### config.mk
export PLATFORM = sky130hd
export DESIGN_NAME = ps2_keyboard_controller_top_flat
export DESIGN_NICKNAME = d
export VERILOG_FILES = /design/src/sv/ps2kc_pkg.sv /design/src/sv/ps2kc_cmd_if.sv /design/src/sv/ps2kc_rsp_if.sv /design/src/sv/ps2kc_fifo.sv /design/src/sv/ps2kc_decode.sv /design/src/sv/ps2_keyboard_controller_top.sv /design/src/flat_wrapper.sv
export SDC_FILE = /design/constraint.sdc
export NUM_CORES = 1
export LEC_CHECK = 0
export BUFFER_PORTS_ARGS = -buffer_cell sky130_fd_sc_hd__clkbuf_2
export CORE_UTILIZATION = 60
export DETAILED_ROUTE_END_ITERATION = 7
export MAX_ROUTING_LAYER = met4
export PLACE_DENSITY = 0.79
export SYNTH_ARGS = -nofsm -noshare
export SYNTH_HDL_FRONTEND = slang
export SYNTH_SLANG_ARGS = --single-unit
### constraint.sdc
create_clock -name i_clk -period 6.1 [get_ports i_clk]
set_clock_uncertainty 0.2 [all_clocks]
set_input_delay 0.61 -clock i_clk [delete_from_list [all_inputs] [get_ports i_clk]]
set_output_delay 0.61 -clock i_clk [all_outputs]
set_load 0.05 [all_outputs]
### src/sv/ps2kc_pkg.sv
`timescale 1ns / 1ps

package ps2kc_pkg;

    // Port access kinds
    localparam logic [1:0] OP_READ_DATA   = 2'd0;
    localparam logic [1:0] OP_WRITE_DATA  = 2'd1;
    localparam logic [1:0] OP_READ_STATUS = 2'd2;
    localparam logic [1:0] OP_WRITE_CMD   = 2'd3;

    // What the next data port write is taken as
    localparam logic [1:0] KIND_NONE    = 2'd0;
    localparam logic [1:0] KIND_CONFIG  = 2'd1;
    localparam logic [1:0] KIND_OUTPORT = 2'd2;

    localparam logic [1:0] ERR_NONE      = 2'd0;
    localparam logic [1:0] ERR_UNHANDLED = 2'd1;
    localparam logic [1:0] ERR_SCAN_SET  = 2'd2;
    localparam logic [1:0] ERR_OVERFLOW  = 2'd3;

    // Controller commands
    localparam logic [7:0] CMD_READ_CFG    = 8'h20;
    localparam logic [7:0] CMD_WRITE_CFG   = 8'h60;
    localparam logic [7:0] CMD_AUX_DIS     = 8'hA7;
    localparam logic [7:0] CMD_AUX_EN      = 8'hA8;
    localparam logic [7:0] CMD_SELF_TEST   = 8'hAA;
    localparam logic [7:0] CMD_IF_TEST     = 8'hAB;
    localparam logic [7:0] CMD_KBD_DIS     = 8'hAD;
    localparam logic [7:0] CMD_KBD_EN      = 8'hAE;
    localparam logic [7:0] CMD_READ_OUTP   = 8'hD0;
    localparam logic [7:0] CMD_WRITE_OUTP  = 8'hD1;

    // Keyboard device bytes
    localparam logic [7:0] DEV_SCAN_SET    = 8'hF0;
    localparam logic [7:0] DEV_ENABLE      = 8'hF4;
    localparam logic [7:0] DEV_DISABLE     = 8'hF5;
    localparam logic [7:0] DEV_RESET       = 8'hFF;
    localparam logic [7:0] DEV_SET_TWO     = 8'h02;

    // Response bytes
    localparam logic [7:0] RSP_ACK         = 8'hFA;
    localparam logic [7:0] RSP_BAT_OK      = 8'hAA;
    localparam logic [7:0] RSP_TEST_OK     = 8'h55;
    localparam logic [7:0] RSP_IF_OK       = 8'h00;
    localparam logic [7:0] RSP_EMPTY       = 8'hFF;

    // Config byte bits
    localparam int CFG_IRQ_BIT    = 0;
    localparam int CFG_AUX_BIT    = 1;
    localparam int CFG_DEVICE_BIT = 5;

    // Status byte bits
    localparam int STS_OBF_BIT = 0;
    localparam int STS_SYS_BIT = 2;

    typedef struct packed {
        logic       system_flag;
        logic [7:0] ctrl_config;
        logic [7:0] outport;
        logic [1:0] pending_kind;
        logic       awaiting_set;
    } t_state;

    typedef struct packed {
        logic       push0;
        logic [7:0] data0;
        logic       push1;
        logic [7:0] data1;
        logic       pop;
    } t_fifo_req;

    typedef struct packed {
        logic [7:0] head_data;
        logic       empty;
        logic       free1;
        logic       free2;
    } t_fifo_stat;

    typedef struct packed {
        logic [7:0] read_byte;
        logic       irq_pulse;
        logic [1:0] error_code;
    } t_result;

endpackage

### src/sv/ps2kc_cmd_if.sv
`timescale 1ns / 1ps

interface ps2kc_cmd_if;
    logic       valid;
    logic       ready;
    logic [1:0] opcode;
    logic [7:0] write_byte;

    modport source (output valid, output opcode, output write_byte, input ready);
    modport sink   (input valid, input opcode, input write_byte, output ready);
endinterface

### src/sv/ps2kc_rsp_if.sv
`timescale 1ns / 1ps

interface ps2kc_rsp_if;
    logic       valid;
    logic       ready;
    logic [7:0] read_byte;
    logic       irq_pulse;
    logic [1:0] error_code;

    modport source (output valid, output read_byte, output irq_pulse, output error_code,
                    input ready);
    modport sink   (input valid, input read_byte, input irq_pulse, input error_code,
                    output ready);
endinterface

### src/sv/ps2kc_fifo.sv
`timescale 1ns / 1ps

module ps2kc_fifo #(
    parameter int FIFO_DEPTH = 16
) (
    input  logic                  i_clk,
    input  logic                  i_rst_n,
    input  ps2kc_pkg::t_fifo_req  i_req,
    output ps2kc_pkg::t_fifo_stat o_stat
);

    localparam int PTR_W = $clog2(FIFO_DEPTH);
    localparam int CNT_W = $clog2(FIFO_DEPTH + 1);
    localparam logic [PTR_W-1:0] LAST_IDX = PTR_W'(FIFO_DEPTH - 1);

    logic [7:0]       r_mem [FIFO_DEPTH];
    logic [PTR_W-1:0] r_head, n_head;
    logic [PTR_W-1:0] r_tail, n_tail;
    logic [CNT_W-1:0] r_count, n_count;
    logic [PTR_W-1:0] tail_next;
    logic [PTR_W-1:0] tail_next2;

    always_comb begin
        tail_next  = (r_tail == LAST_IDX) ? '0 : r_tail + PTR_W'(1);
        tail_next2 = (tail_next == LAST_IDX) ? '0 : tail_next + PTR_W'(1);

        // advance tail by one or two slots
        n_tail = r_tail;
        if (i_req.push0 && i_req.push1) begin
            n_tail = tail_next2;
        end else if (i_req.push0) begin
            n_tail = tail_next;
        end

        n_head = r_head;
        if (i_req.pop) begin
            n_head = (r_head == LAST_IDX) ? '0 : r_head + PTR_W'(1);
        end

        n_count = r_count + CNT_W'(i_req.push0) + CNT_W'(i_req.push1)
                - CNT_W'(i_req.pop);
    end

    always_ff @(posedge i_clk) begin
        if (!i_rst_n) begin
            r_head  <= '0;
            r_tail  <= '0;
            r_count <= '0;
        end else begin
            r_head  <= n_head;
            r_tail  <= n_tail;
            r_count <= n_count;
        end
    end

    always_ff @(posedge i_clk) begin
        if (i_req.push0) begin
            r_mem[r_tail] <= i_req.data0;
        end
        if (i_req.push1) begin
            r_mem[tail_next] <= i_req.data1;
        end
    end

    assign o_stat.head_data = r_mem[r_head];
    assign o_stat.empty     = (r_count == '0);
    assign o_stat.free1     = (r_count < CNT_W'(FIFO_DEPTH));
    assign o_stat.free2     = (r_count < CNT_W'(FIFO_DEPTH - 1));

endmodule

### src/sv/ps2kc_decode.sv
`timescale 1ns / 1ps

module ps2kc_decode (
    input  logic                  i_en,
    input  logic [1:0]            i_opcode,
    input  logic [7:0]            i_write_byte,
    input  ps2kc_pkg::t_state     i_state,
    input  ps2kc_pkg::t_fifo_stat i_stat,
    output ps2kc_pkg::t_state     o_state,
    output ps2kc_pkg::t_fifo_req  o_req,
    output ps2kc_pkg::t_result    o_result
);

    logic       want0;
    logic       want1;
    logic [7:0] data0;
    logic       pop;
    logic       irq;
    logic       overflow;
    logic       bad_set;
    logic       unhandled;
    logic [7:0] rd;

    always_comb begin
        o_state   = i_state;
        want0     = 1'b0;
        want1     = 1'b0;
        data0     = ps2kc_pkg::RSP_ACK;
        pop       = 1'b0;
        irq       = 1'b0;
        bad_set   = 1'b0;
        unhandled = 1'b0;
        rd        = '0;

        unique case (i_opcode)
            ps2kc_pkg::OP_READ_DATA: begin
                pop = !i_stat.empty;
                rd  = i_stat.empty ? ps2kc_pkg::RSP_EMPTY : i_stat.head_data;
            end
            ps2kc_pkg::OP_READ_STATUS: begin
                rd[ps2kc_pkg::STS_OBF_BIT] = !i_stat.empty;
                rd[ps2kc_pkg::STS_SYS_BIT] = i_state.system_flag;
            end
            ps2kc_pkg::OP_WRITE_DATA: begin
                o_state.pending_kind = ps2kc_pkg::KIND_NONE;
                if (i_state.pending_kind == ps2kc_pkg::KIND_CONFIG) begin
                    o_state.ctrl_config = i_write_byte;
                end else if (i_state.pending_kind == ps2kc_pkg::KIND_OUTPORT) begin
                    o_state.outport = i_write_byte;
                end else if (i_state.ctrl_config[ps2kc_pkg::CFG_DEVICE_BIT]) begin
                    // device answers every byte with an ACK first
                    want0 = 1'b1;
                    irq   = i_state.ctrl_config[ps2kc_pkg::CFG_IRQ_BIT];
                    if (i_state.awaiting_set) begin
                        bad_set              = (i_write_byte != ps2kc_pkg::DEV_SET_TWO);
                        o_state.awaiting_set = 1'b0;
                    end else begin
                        case (i_write_byte)
                            ps2kc_pkg::DEV_SCAN_SET: o_state.awaiting_set = 1'b1;
                            ps2kc_pkg::DEV_ENABLE,
                            ps2kc_pkg::DEV_DISABLE: ;
                            ps2kc_pkg::DEV_RESET: begin
                                o_state.system_flag = 1'b0;
                                want1               = 1'b1;
                            end
                            default: unhandled = 1'b1;
                        endcase
                    end
                end else begin
                    unhandled = 1'b1;
                end
            end
            ps2kc_pkg::OP_WRITE_CMD: begin
                unique case (i_write_byte)
                    ps2kc_pkg::CMD_READ_CFG: begin
                        want0 = 1'b1;
                        data0 = i_state.ctrl_config;
                    end
                    ps2kc_pkg::CMD_WRITE_CFG:
                        o_state.pending_kind = ps2kc_pkg::KIND_CONFIG;
                    ps2kc_pkg::CMD_AUX_DIS:
                        o_state.ctrl_config[ps2kc_pkg::CFG_AUX_BIT] = 1'b0;
                    ps2kc_pkg::CMD_AUX_EN:
                        o_state.ctrl_config[ps2kc_pkg::CFG_AUX_BIT] = 1'b1;
                    ps2kc_pkg::CMD_SELF_TEST: begin
                        o_state.system_flag = 1'b0;
                        want0               = 1'b1;
                        data0               = ps2kc_pkg::RSP_TEST_OK;
                    end
                    ps2kc_pkg::CMD_IF_TEST: begin
                        want0 = 1'b1;
                        data0 = ps2kc_pkg::RSP_IF_OK;
                    end
                    ps2kc_pkg::CMD_KBD_DIS:
                        o_state.ctrl_config[ps2kc_pkg::CFG_IRQ_BIT] = 1'b0;
                    ps2kc_pkg::CMD_KBD_EN:
                        o_state.ctrl_config[ps2kc_pkg::CFG_IRQ_BIT] = 1'b1;
                    ps2kc_pkg::CMD_READ_OUTP: begin
                        want0 = 1'b1;
                        data0 = i_state.outport;
                    end
                    ps2kc_pkg::CMD_WRITE_OUTP:
                        o_state.pending_kind = ps2kc_pkg::KIND_OUTPORT;
                    default: unhandled = 1'b1;
                endcase
                irq = want0 && i_state.ctrl_config[ps2kc_pkg::CFG_IRQ_BIT];
            end
        endcase

        // drop bytes that find no room
        overflow = (want0 && !i_stat.free1) || (want1 && !i_stat.free2);

        o_req.push0 = i_en && want0 && i_stat.free1;
        o_req.data0 = data0;
        o_req.push1 = i_en && want1 && i_stat.free2;
        o_req.data1 = ps2kc_pkg::RSP_BAT_OK;
        o_req.pop   = i_en && pop;

        o_result.read_byte = rd;
        o_result.irq_pulse = irq;
        if (overflow) begin
            o_result.error_code = ps2kc_pkg::ERR_OVERFLOW;
        end else if (bad_set) begin
            o_result.error_code = ps2kc_pkg::ERR_SCAN_SET;
        end else if (unhandled) begin
            o_result.error_code = ps2kc_pkg::ERR_UNHANDLED;
        end else begin
            o_result.error_code = ps2kc_pkg::ERR_NONE;
        end
    end

endmodule

### src/sv/ps2_keyboard_controller_top.sv
`timescale 1ns / 1ps

// 8042-style keyboard controller, one port access per beat.
//
// i_cmd (sink): one beat per port access. opcode selects data read, data
// write, status read or command write; write_byte carries the written byte.
// o_rsp (source): exactly one beat per access, in order, with the read byte
// (zero for writes), the IRQ1 pulse and an error code.
//
// An accepted beat lands in an input register; once the result register is
// free or being taken, it is decoded, which updates the controller state and
// the response FIFO and loads the result register. With o_rsp.ready high a
// new access is taken every cycle; the decode itself is combinational.
//
// Reset (synchronous, active low) sets config and output port to 0x01,
// raises the system flag, clears the pending write kind and the scan-set
// wait, and empties the FIFO. Stored FIFO bytes are not cleared.
//
// When o_rsp is stalled the result register holds and the input register
// keeps one more access; i_cmd.ready drops once both are full.

module ps2_keyboard_controller_top #(
    parameter int FIFO_DEPTH = 16
) (
    input  logic         i_clk,
    input  logic         i_rst_n,
    ps2kc_cmd_if.sink    i_cmd,
    ps2kc_rsp_if.source  o_rsp
);

    // input register
    logic       r_in_valid;
    logic [1:0] r_op;
    logic [7:0] r_byte;

    // result register
    logic                r_out_valid;
    ps2kc_pkg::t_result  r_result;

    // controller state
    ps2kc_pkg::t_state   r_state;
    ps2kc_pkg::t_state   n_state;

    ps2kc_pkg::t_fifo_req  fifo_req;
    ps2kc_pkg::t_fifo_stat fifo_stat;
    ps2kc_pkg::t_result    n_result;

    logic advance;
    logic proc;

    // result slot frees up when empty or being taken
    assign advance     = !r_out_valid || o_rsp.ready;
    assign proc        = r_in_valid && advance;
    assign i_cmd.ready = !r_in_valid || advance;

    ps2kc_decode u_decode (
        .i_en         (proc),
        .i_opcode     (r_op),
        .i_write_byte (r_byte),
        .i_state      (r_state),
        .i_stat       (fifo_stat),
        .o_state      (n_state),
        .o_req        (fifo_req),
        .o_result     (n_result)
    );

    ps2kc_fifo #(
        .FIFO_DEPTH (FIFO_DEPTH)
    ) u_fifo (
        .i_clk   (i_clk),
        .i_rst_n (i_rst_n),
        .i_req   (fifo_req),
        .o_stat  (fifo_stat)
    );

    // Input register: load on accept, drain when decoded.
    always_ff @(posedge i_clk) begin
        if (!i_rst_n) begin
            r_in_valid <= 1'b0;
        end else if (i_cmd.valid && i_cmd.ready) begin
            r_in_valid <= 1'b1;
        end else if (proc) begin
            r_in_valid <= 1'b0;
        end
    end

    always_ff @(posedge i_clk) begin
        if (i_cmd.valid && i_cmd.ready) begin
            r_op   <= i_cmd.opcode;
            r_byte <= i_cmd.write_byte;
        end
    end

    // Controller state advances only when an access is decoded.
    always_ff @(posedge i_clk) begin
        if (!i_rst_n) begin
            r_state.system_flag  <= 1'b1;
            r_state.ctrl_config  <= 8'h01;
            r_state.outport      <= 8'h01;
            r_state.pending_kind <= ps2kc_pkg::KIND_NONE;
            r_state.awaiting_set <= 1'b0;
        end else if (proc) begin
            r_state <= n_state;
        end
    end

    // Result register: hold while stalled.
    always_ff @(posedge i_clk) begin
        if (!i_rst_n) begin
            r_out_valid <= 1'b0;
        end else if (proc) begin
            r_out_valid <= 1'b1;
        end else if (o_rsp.ready) begin
            r_out_valid <= 1'b0;
        end
    end

    always_ff @(posedge i_clk) begin
        if (proc) begin
            r_result <= n_result;
        end
    end

    assign o_rsp.valid      = r_out_valid;
    assign o_rsp.read_byte  = r_result.read_byte;
    assign o_rsp.irq_pulse  = r_result.irq_pulse;
    assign o_rsp.error_code = r_result.error_code;

    // Reading an empty FIFO must leave it empty.
    a_empty_pop: assert property (@(posedge i_clk) disable iff (!i_rst_n)
        proc && r_op == ps2kc_pkg::OP_READ_DATA && fifo_stat.empty
        |=> fifo_stat.empty)
        else $error("empty data read changed FIFO fill");

    // A held access must not be overwritten while the result side stalls.
    a_hold_input: assert property (@(posedge i_clk) disable iff (!i_rst_n)
        r_in_valid && !advance
        |=> r_in_valid && $stable(r_op) && $stable(r_byte))
        else $error("pending access lost during stall");

    // IRQ1 only on writes, and only with interrupts enabled in config.
    a_irq_src: assert property (@(posedge i_clk) disable iff (!i_rst_n)
        proc && n_result.irq_pulse
        |-> (r_op == ps2kc_pkg::OP_WRITE_DATA || r_op == ps2kc_pkg::OP_WRITE_CMD)
            && r_state.ctrl_config[ps2kc_pkg::CFG_IRQ_BIT])
        else $error("IRQ1 raised without a write or with IRQ disabled");

    // Two free slots imply one free slot.
    a_free_order: assert property (@(posedge i_clk) disable iff (!i_rst_n)
        fifo_stat.free2 |-> fifo_stat.free1)
        else $error("FIFO space flags inconsistent");

endmodule

### src/flat_wrapper.sv
// flat-port wrapper written by rule: the top's interface ports become plain ports
module ps2_keyboard_controller_top_flat 
#(
    parameter int FIFO_DEPTH = 16
)
  (i_clk, i_rst_n, i_cmd_valid, i_cmd_opcode, i_cmd_write_byte, i_cmd_ready, o_rsp_valid, o_rsp_read_byte, o_rsp_irq_pulse, o_rsp_error_code, o_rsp_ready);
  ps2kc_cmd_if i_cmd_i ();
  ps2kc_rsp_if o_rsp_i ();
  input  logic i_clk;
  input  logic i_rst_n;
  input wire logic [$bits(i_cmd_i.valid)-1:0] i_cmd_valid;
  input wire logic [$bits(i_cmd_i.opcode)-1:0] i_cmd_opcode;
  input wire logic [$bits(i_cmd_i.write_byte)-1:0] i_cmd_write_byte;
  output wire logic [$bits(i_cmd_i.ready)-1:0] i_cmd_ready;
  output wire logic [$bits(o_rsp_i.valid)-1:0] o_rsp_valid;
  output wire logic [$bits(o_rsp_i.read_byte)-1:0] o_rsp_read_byte;
  output wire logic [$bits(o_rsp_i.irq_pulse)-1:0] o_rsp_irq_pulse;
  output wire logic [$bits(o_rsp_i.error_code)-1:0] o_rsp_error_code;
  input wire logic [$bits(o_rsp_i.ready)-1:0] o_rsp_ready;
  assign i_cmd_i.valid = i_cmd_valid;
  assign i_cmd_i.opcode = i_cmd_opcode;
  assign i_cmd_i.write_byte = i_cmd_write_byte;
  assign i_cmd_ready = i_cmd_i.ready;
  assign o_rsp_valid = o_rsp_i.valid;
  assign o_rsp_read_byte = o_rsp_i.read_byte;
  assign o_rsp_irq_pulse = o_rsp_i.irq_pulse;
  assign o_rsp_error_code = o_rsp_i.error_code;
  assign o_rsp_i.ready = o_rsp_ready;
  ps2_keyboard_controller_top #(.FIFO_DEPTH(FIFO_DEPTH)) u_core (.i_clk(i_clk), .i_rst_n(i_rst_n), .i_cmd(i_cmd_i), .o_rsp(o_rsp_i));
endmodule
After elaboration in Yosys (flattened, before gate mapping)
Memory sizes are Yosys's and may differ from the RTL's. A register that Yosys moved wholly into a read port is not among the register bits. Cells that the tools add are included.

$add $sub $neg: 6. $lt $le $gt $ge: 2. Equality and inequality tests: 33. Mux-type cells: 66. Bitwise operators: 2. Reductions and logical operators: 36.

Operators by type and width (count): == test 8 bit, second input constant (12); two-way mux 1 bit (44); case mux 8 bit (4 select lines) (1); two-way mux 4 bit (7); two-way mux 8 bit (2); case mux 1 bit (2 select lines) (8); adder 4 x 1 -> 4 bit, second input constant (3); == test 4 bit, second input constant (3); case mux 2 bit (2 select lines) (3); AND reduction 4 bit (3); logical AND 1 bit (11); adder 5 x 1 -> 5 bit (2); OR reduction 10 bit (1); inequality test 3 x 1 -> 1 bit, second input constant (3); == test 8 x 6 -> 1 bit, second input constant (1); == test 8 x 7 -> 1 bit, second input constant (1); inequality test 2 bit, second input constant (4); inequality test 8 x 2 -> 1 bit, second input constant (1); AND reduction 8 bit (1); nonzero test 2 bit (4); OR reduction 4 bit (2); == test 2 bit, second input constant (3); inequality test 2 x 1 -> 1 bit, second input constant (3); AND reduction 3 bit (2); other kinds (12) (20).

Bits in registers: 56. Memory bits (writable): 128. Output and inout port bits: 13. Memories: 1.

Memories: u_core.u_fifo.r_mem (depth 16, width 8, rd ports 1, clocked after Yosys merged registers in 1, wr ports 2, RTL line ps2kc_fifo.sv:16) `logic [7:0] r_mem [FIFO_DEPTH];`.

Longest topological paths before layout
Depth after elaboration: 11. Mapped depth: 15. Depth with buffers taken out: 14.

Modules after synthesis
Synthesis repeated with hierarchy kept, for this count alone.

Cells, all modules: 767. Area total of the unflattened synthesis: 10188.5 µm².

Modules (own cells, without submodules): ps2kc_fifo (times used 1, cells an instance 507, area each 7692.4 µm², seq. area each 4184.0 µm²); ps2_keyboard_controller_top (times used 1, cells an instance 117, area each 1536.5 µm², seq. area each 1071.0 µm²); ps2kc_decode (times used 1, cells an instance 143, area each 959.7 µm², seq. area each 0.0 µm²).

Least setup slack after synthesis
Ideal clock, no wire load.

Path type: reg2reg. Start: reg u_core.r_state[2] (netlist name). End: reg u_core.u_fifo.r_count[4]. Library setup time: 0.127 ns. Arrival time: 3.327 ns. Data required time: 5.773 ns. Setup slack: 2.446 ns. Cell stages (with the launch flop): 16. Path buffers: 1. Clock period less this slack: 3.654 ns. Path through: dfxtp_1 > inv_1 > ha_1 > or3b_2 > nor4_1 > and2_1 > clkbuf_1 > inv_1 > ha_1 > fa_1 > fa_1 > inv_1 > a21oi_1 > o21bai_1 > xnor2_1 > nor2_1.

Cells in the longest elaborated chain, start to end: 9. Elaborated cells between the ends (all ways): 15. Classes of those cells: add/sub: 3; eq/ne: 2; mux: 6; reduce/logical: 4.

RTL lines: from (decl) (RTL line ps2_keyboard_controller_top.sv:41) `ps2kc_pkg::t_state r_state;`; from (signal assigned) (RTL line ps2_keyboard_controller_top.sv:103) `r_state <= n_state;`; == test 2 bit (RTL line ps2kc_decode.sv:48) `end else if (i_state.pending_kind == ps2kc_pkg::KIND_OUTPORT) begin`; two-way mux 1 bit (RTL line ps2kc_decode.sv:48); two-way mux 1 bit (RTL line ps2kc_decode.sv:46) `if (i_state.pending_kind == ps2kc_pkg::KIND_CONFIG) begin`; case mux 1 bit (2 select lines) (RTL line ps2kc_decode.sv:35) `unique case (i_opcode)`; logical AND 1 bit (2 in series) (RTL line ps2kc_decode.sv:113) `o_req.push0 = i_en && want0 && i_stat.free1;`; adder 5 x 1 -> 5 bit (RTL line ps2kc_fifo.sv:40) `n_count = r_count + CNT_W'(i_req.push0) + CNT_W'(i_req.push1)`; adder 5 x 1 -> 5 bit (*) (RTL line ps2kc_fifo.sv:40); subtractor 5 x 1 -> 5 bit (*) (RTL line ps2kc_fifo.sv:41) `- CNT_W'(i_req.pop);`; to (signal assigned) (RTL line ps2kc_fifo.sv:52) `r_count <= n_count;`; to (decl) (RTL line ps2kc_fifo.sv:19) `logic [CNT_W-1:0] r_count, n_count;`.

Mark *: on every way between the ends. The rest lies on a longest branch, timed or not. A chain may end at the register's enable or synchronous reset.

Final worst setup path
Start: reg u_core.r_in_valid. End: reg u_core.u_fifo.r_count[4].

Cells in the longest elaborated chain, start to end: 6. Elaborated cells between the ends (all ways): 9. Classes of those cells: add/sub: 3; reduce/logical: 6.

RTL lines: from (decl) (RTL line ps2_keyboard_controller_top.sv:32) `logic r_in_valid;`; from (signal assigned) (RTL line ps2_keyboard_controller_top.sv:79) `r_in_valid <= 1'b0;`; from (signal assigned) (RTL line ps2_keyboard_controller_top.sv:81) `r_in_valid <= 1'b1;`; from (signal assigned) (RTL line ps2_keyboard_controller_top.sv:83) `r_in_valid <= 1'b0;`; logical AND 1 bit (*) (RTL line ps2_keyboard_controller_top.sv:53) `assign proc = r_in_valid && advance;`; logical AND 1 bit (2 in series) (RTL line ps2kc_decode.sv:113); adder 5 x 1 -> 5 bit (2 in series) (RTL line ps2kc_fifo.sv:40); subtractor 5 x 1 -> 5 bit (*) (RTL line ps2kc_fifo.sv:41).

Marked as above.

==> results.tsv <==
metric	value	unit
result_of_the_run	finished, final reports clean	
grt_pass1_wl	37500	um
netlist.area_leader.share	0.356	
finish.net_count	952	
worst-endpoint-arrival	4.36	ns
final-setup-viol-count	0	
combPwrFrac	0.085	
met1_usage	0.400	
dr_total_vias	7114	
postCtsSetupRepairBufs	0	
post-route-min-period	4.27	ns
initial_util	0.616	
groute.layer.met2.usage	0.492	
net-switching-power	0.000684	W
power_frac_clock	0.425	
max_stage_delay	0.87	ns
area_growth	9.46	%
hold_path.class	in -> reg	
fin_crit_sh	0.700	
gr-total-overflow	0	
cts_made_buffers	17	
drt_pre_antenna_iters	7	
io_pins	27	
worst_ep_required_time	6.19	ns
post_synth.cell_area_avg	10.3	sq um
detail_route.drc_violations	0	
post_route_cells_drive_above_1_share	0.144	
detail_route.wl_per_cell	20.6	um
totalWireLength	23600	um
grt_start_max_net_pins	33	
synthesis.instances	913	
unrepaired_setup_endpoints_after_global_routing	false	
floorplan.core_area	15300	sq um
ordered_list_of_cells_on_the_worst_path	nor2b_1 -> and3_1 -> and2_1 -> inv_1 -> ha_1 -> fa_1 -> fa_1 -> inv_1 -> a21oi_1 -> o21bai_1 -> xnor2_1 -> nor2_1	
sw_frac_of_total	0.258	
antennaDiodeCount	0	
grt_antenna_before_repair	0	
first_global_vias	6899	
maxCapViolCount	0	
worstSetupPathType	reg -> reg	
synth_most_common_cell	sky130_fd_sc_hd__dfxtp_1	
dpl.hpwl	16000	um
synth-edff-count	21	
synth.largest_area_cell	sky130_fd_sc_hd__dfxtp_1	
cts.htree.levels	4	
final_antenna_net_count	0	
cp-start-kind	flop	
async_flop_share	0	
static-leakage-power	4.02	nW
crit_path_slowest_cell	sky130_fd_sc_hd__nor2b_1	
ys_top_cells_by_area	sky130_fd_sc_hd__dfxtp_1 (36%), sky130_fd_sc_hd__mux2i_1 (16%), sky130_fd_sc_hd__mux4_2 (7.9%)	
seq_power_share	0.489	
final_hold_vio_count	0	
power_density	258	nW/um^2
power_report.internal_total	0.00197	W
routed_via_density	6.22	
placementRows	45	
setup.worst_path.end_class	flop	
die_height	127	um
mappedNetlistArea	9390	sq um
tightestPinTransition	1.17	ns
worstPathMaxFanout	17	
maxSlewHeadroom	0.216	
gp_congestion	0.938	
max_freq	0.234	GHz
yosys.cell_types.count	63	
cts.clk_slew.worst_paths	0.07	ns
grt_most_used_layer	met2	
cts-hold-fix-buffers	0	
drtIter0Drc	597	
grt_use_total	0.318	
dpl_worst_slack	1.92	ns
synth-main-ff-cell	sky130_fd_sc_hd__dfxtp_1	
grtUsageMet3	0.0745	
synthesis.yosys.warnings	0	
syn-num-nets	945	
cts_sinks	188	
design.die.area	16200	sq um
die_w	127	um
clock_insertion_delay_worst_skew	0.44	ns
synth-seq-cells	188	
maxSlewViolCount	0	
fin_setup_tns	0	ns
synth.cells.most_frequent	sky130_fd_sc_hd__dfxtp_1 (167), sky130_fd_sc_hd__mux2i_1 (154), sky130_fd_sc_hd__nor2_1 (105)	
cts_repair_resized_insts	0	
io_buffer_count	26	
cts_root_buffer	sky130_fd_sc_hd__clkbuf_16	
synth_seq_area_share	0.423	
clockBufferDepth	2	
tritoncts_clock_tree	done	
fin_ws	1.83	ns
vdd.ir_drop.worst	0.202	mV
layout by cell type (no fill, tap or decap), types with 3 or more instances in the layout:
master,count
sky130_fd_sc_hd__and4_1,4
sky130_fd_sc_hd__nor2b_1,9
sky130_fd_sc_hd__edfxtp_1,21
sky130_fd_sc_hd__inv_6,6
sky130_fd_sc_hd__nor3_1,14
sky130_fd_sc_hd__a211oi_4,15
sky130_fd_sc_hd__o21ai_0,12
sky130_fd_sc_hd__nor4b_1,3
sky130_fd_sc_hd__o211a_1,3
sky130_fd_sc_hd__nor3b_1,3
sky130_fd_sc_hd__nand2b_1,4
sky130_fd_sc_hd__and3_1,25
sky130_fd_sc_hd__nand2_1,91
sky130_fd_sc_hd__nand3_1,39
sky130_fd_sc_hd__a31oi_1,9
sky130_fd_sc_hd__clkbuf_16,18
sky130_fd_sc_hd__ha_1,16
sky130_fd_sc_hd__nor2_1,105
sky130_fd_sc_hd__buf_4,14
sky130_fd_sc_hd__mux2i_1,154
sky130_fd_sc_hd__inv_1,21
sky130_fd_sc_hd__xor2_1,4
sky130_fd_sc_hd__xnor2_1,3
sky130_fd_sc_hd__a21oi_1,19
sky130_fd_sc_hd__and2_1,7
sky130_fd_sc_hd__dfxtp_1,166
sky130_fd_sc_hd__clkinv_4,3
sky130_fd_sc_hd__clkbuf_2,26
sky130_fd_sc_hd__a21o_1,3
sky130_fd_sc_hd__mux4_2,33
sky130_fd_sc_hd__o211ai_1,10
sky130_fd_sc_hd__a211oi_1,3
sky130_fd_sc_hd__nand4_1,22
layout make-up:
type | instances | area (sq um)
flip-flops and latches | 188 | 3980
multi-input cells | 651 | 5120
fillers | 1155 | 4980
inverters | 22 | 82.6
clock inverters | 13 | 144
clock buffers | 19 | 464
well taps | 211 | 264
repair buffers | 40 | 235
power by group through the flow:
stage          registers [W]  clock network [W]  logic [W]
2_1_floorplan        0.00134                  0   0.000160
3_3_place_gp         0.00133                  0   0.000219
3_5_place_dp         0.00133                  0   0.000223
4_1_cts              0.00130            0.00114   0.000225
5_1_grt              0.00130            0.00120   0.000247
6_report             0.00130            0.00113   0.000226
per-layer routing:
metal | wire (um) | up-vias | share of wire
met5 | 0 | - | 0
met4 | 820 | 0 | 0.035
met3 | 1650 | 54 | 0.070
met2 | 11200 | 265 | 0.47
met1 | 9960 | 3467 | 0.42
li1 | - | 3328 | -
worst paths after layout:
kind         cells past startpoint                    endpoint                       start  slack [ns]
max                             12    u_core.u_fifo.r_count[4]           u_core.r_in_valid        1.83
min                              1            u_core.r_byte[4]         i_cmd_write_byte[4]        0.15
max reg2reg                     12    u_core.u_fifo.r_count[4]           u_core.r_in_valid        1.83
min reg2reg                      2  u_core.u_fifo.r_mem[10][2]  u_core.u_fifo.r_mem[10][2]        0.26
sequential cells by signal, summed over array words and instances, names as in the netlist, named ones only:
register	flops
u_core.r_state	20
u_core.r_byte	8
u_core.u_fifo.r_mem	128
u_core.r_in_valid	1
u_core.o_rsp.irq_pulse	1
u_core.o_rsp.read_byte	8
u_core.o_rsp.valid	1
u_core.u_fifo.r_head	4
u_core.u_fifo.r_tail	4
u_core.r_op	2
u_core.u_fifo.r_count	5
u_core.o_rsp.error_code	2
critical path, delay by kind of cell, from the launching register on:
kind            cells  cell delay (ns)
buf+inv             2             0.20
flops               1             0.43
compound gates      2             0.20
xor+xnor            1             0.14
fa+ha+maj           3             1.25
simple gates        4             1.69
kinds of logic after synthesis:
group / share of synthesized area
and+or+nand+nor: 0.180
DFF: 0.423
muxes: 0.243
AOI/OAI and AO/OA: 0.0887
buffers and inverters: 0.0330
adders and majority gates: 0.0256
xor gates and xnor gates: 0.00653
metrics by stage:
step / instance area, sq um / cells / total power (W) / utilization / hold slack, ns
floorplan: 9390 / 913 / 0.00150 / - / 0.227
global placement: 9670 / 1112 / 0.00154 / 0.634 / 0.240
detailed placement: 9670 / 1112 / 0.00155 / 0.634 / 0.248
CTS: 10300 / 1144 / 0.00266 / 0.674 / 0.131
global route: 10300 / 1144 / 0.00275 / 0.674 / 0.121
finish: 10300 / 1144 / 0.00265 / 0.674 / 0.147
(Power assumes the default switching activity.)
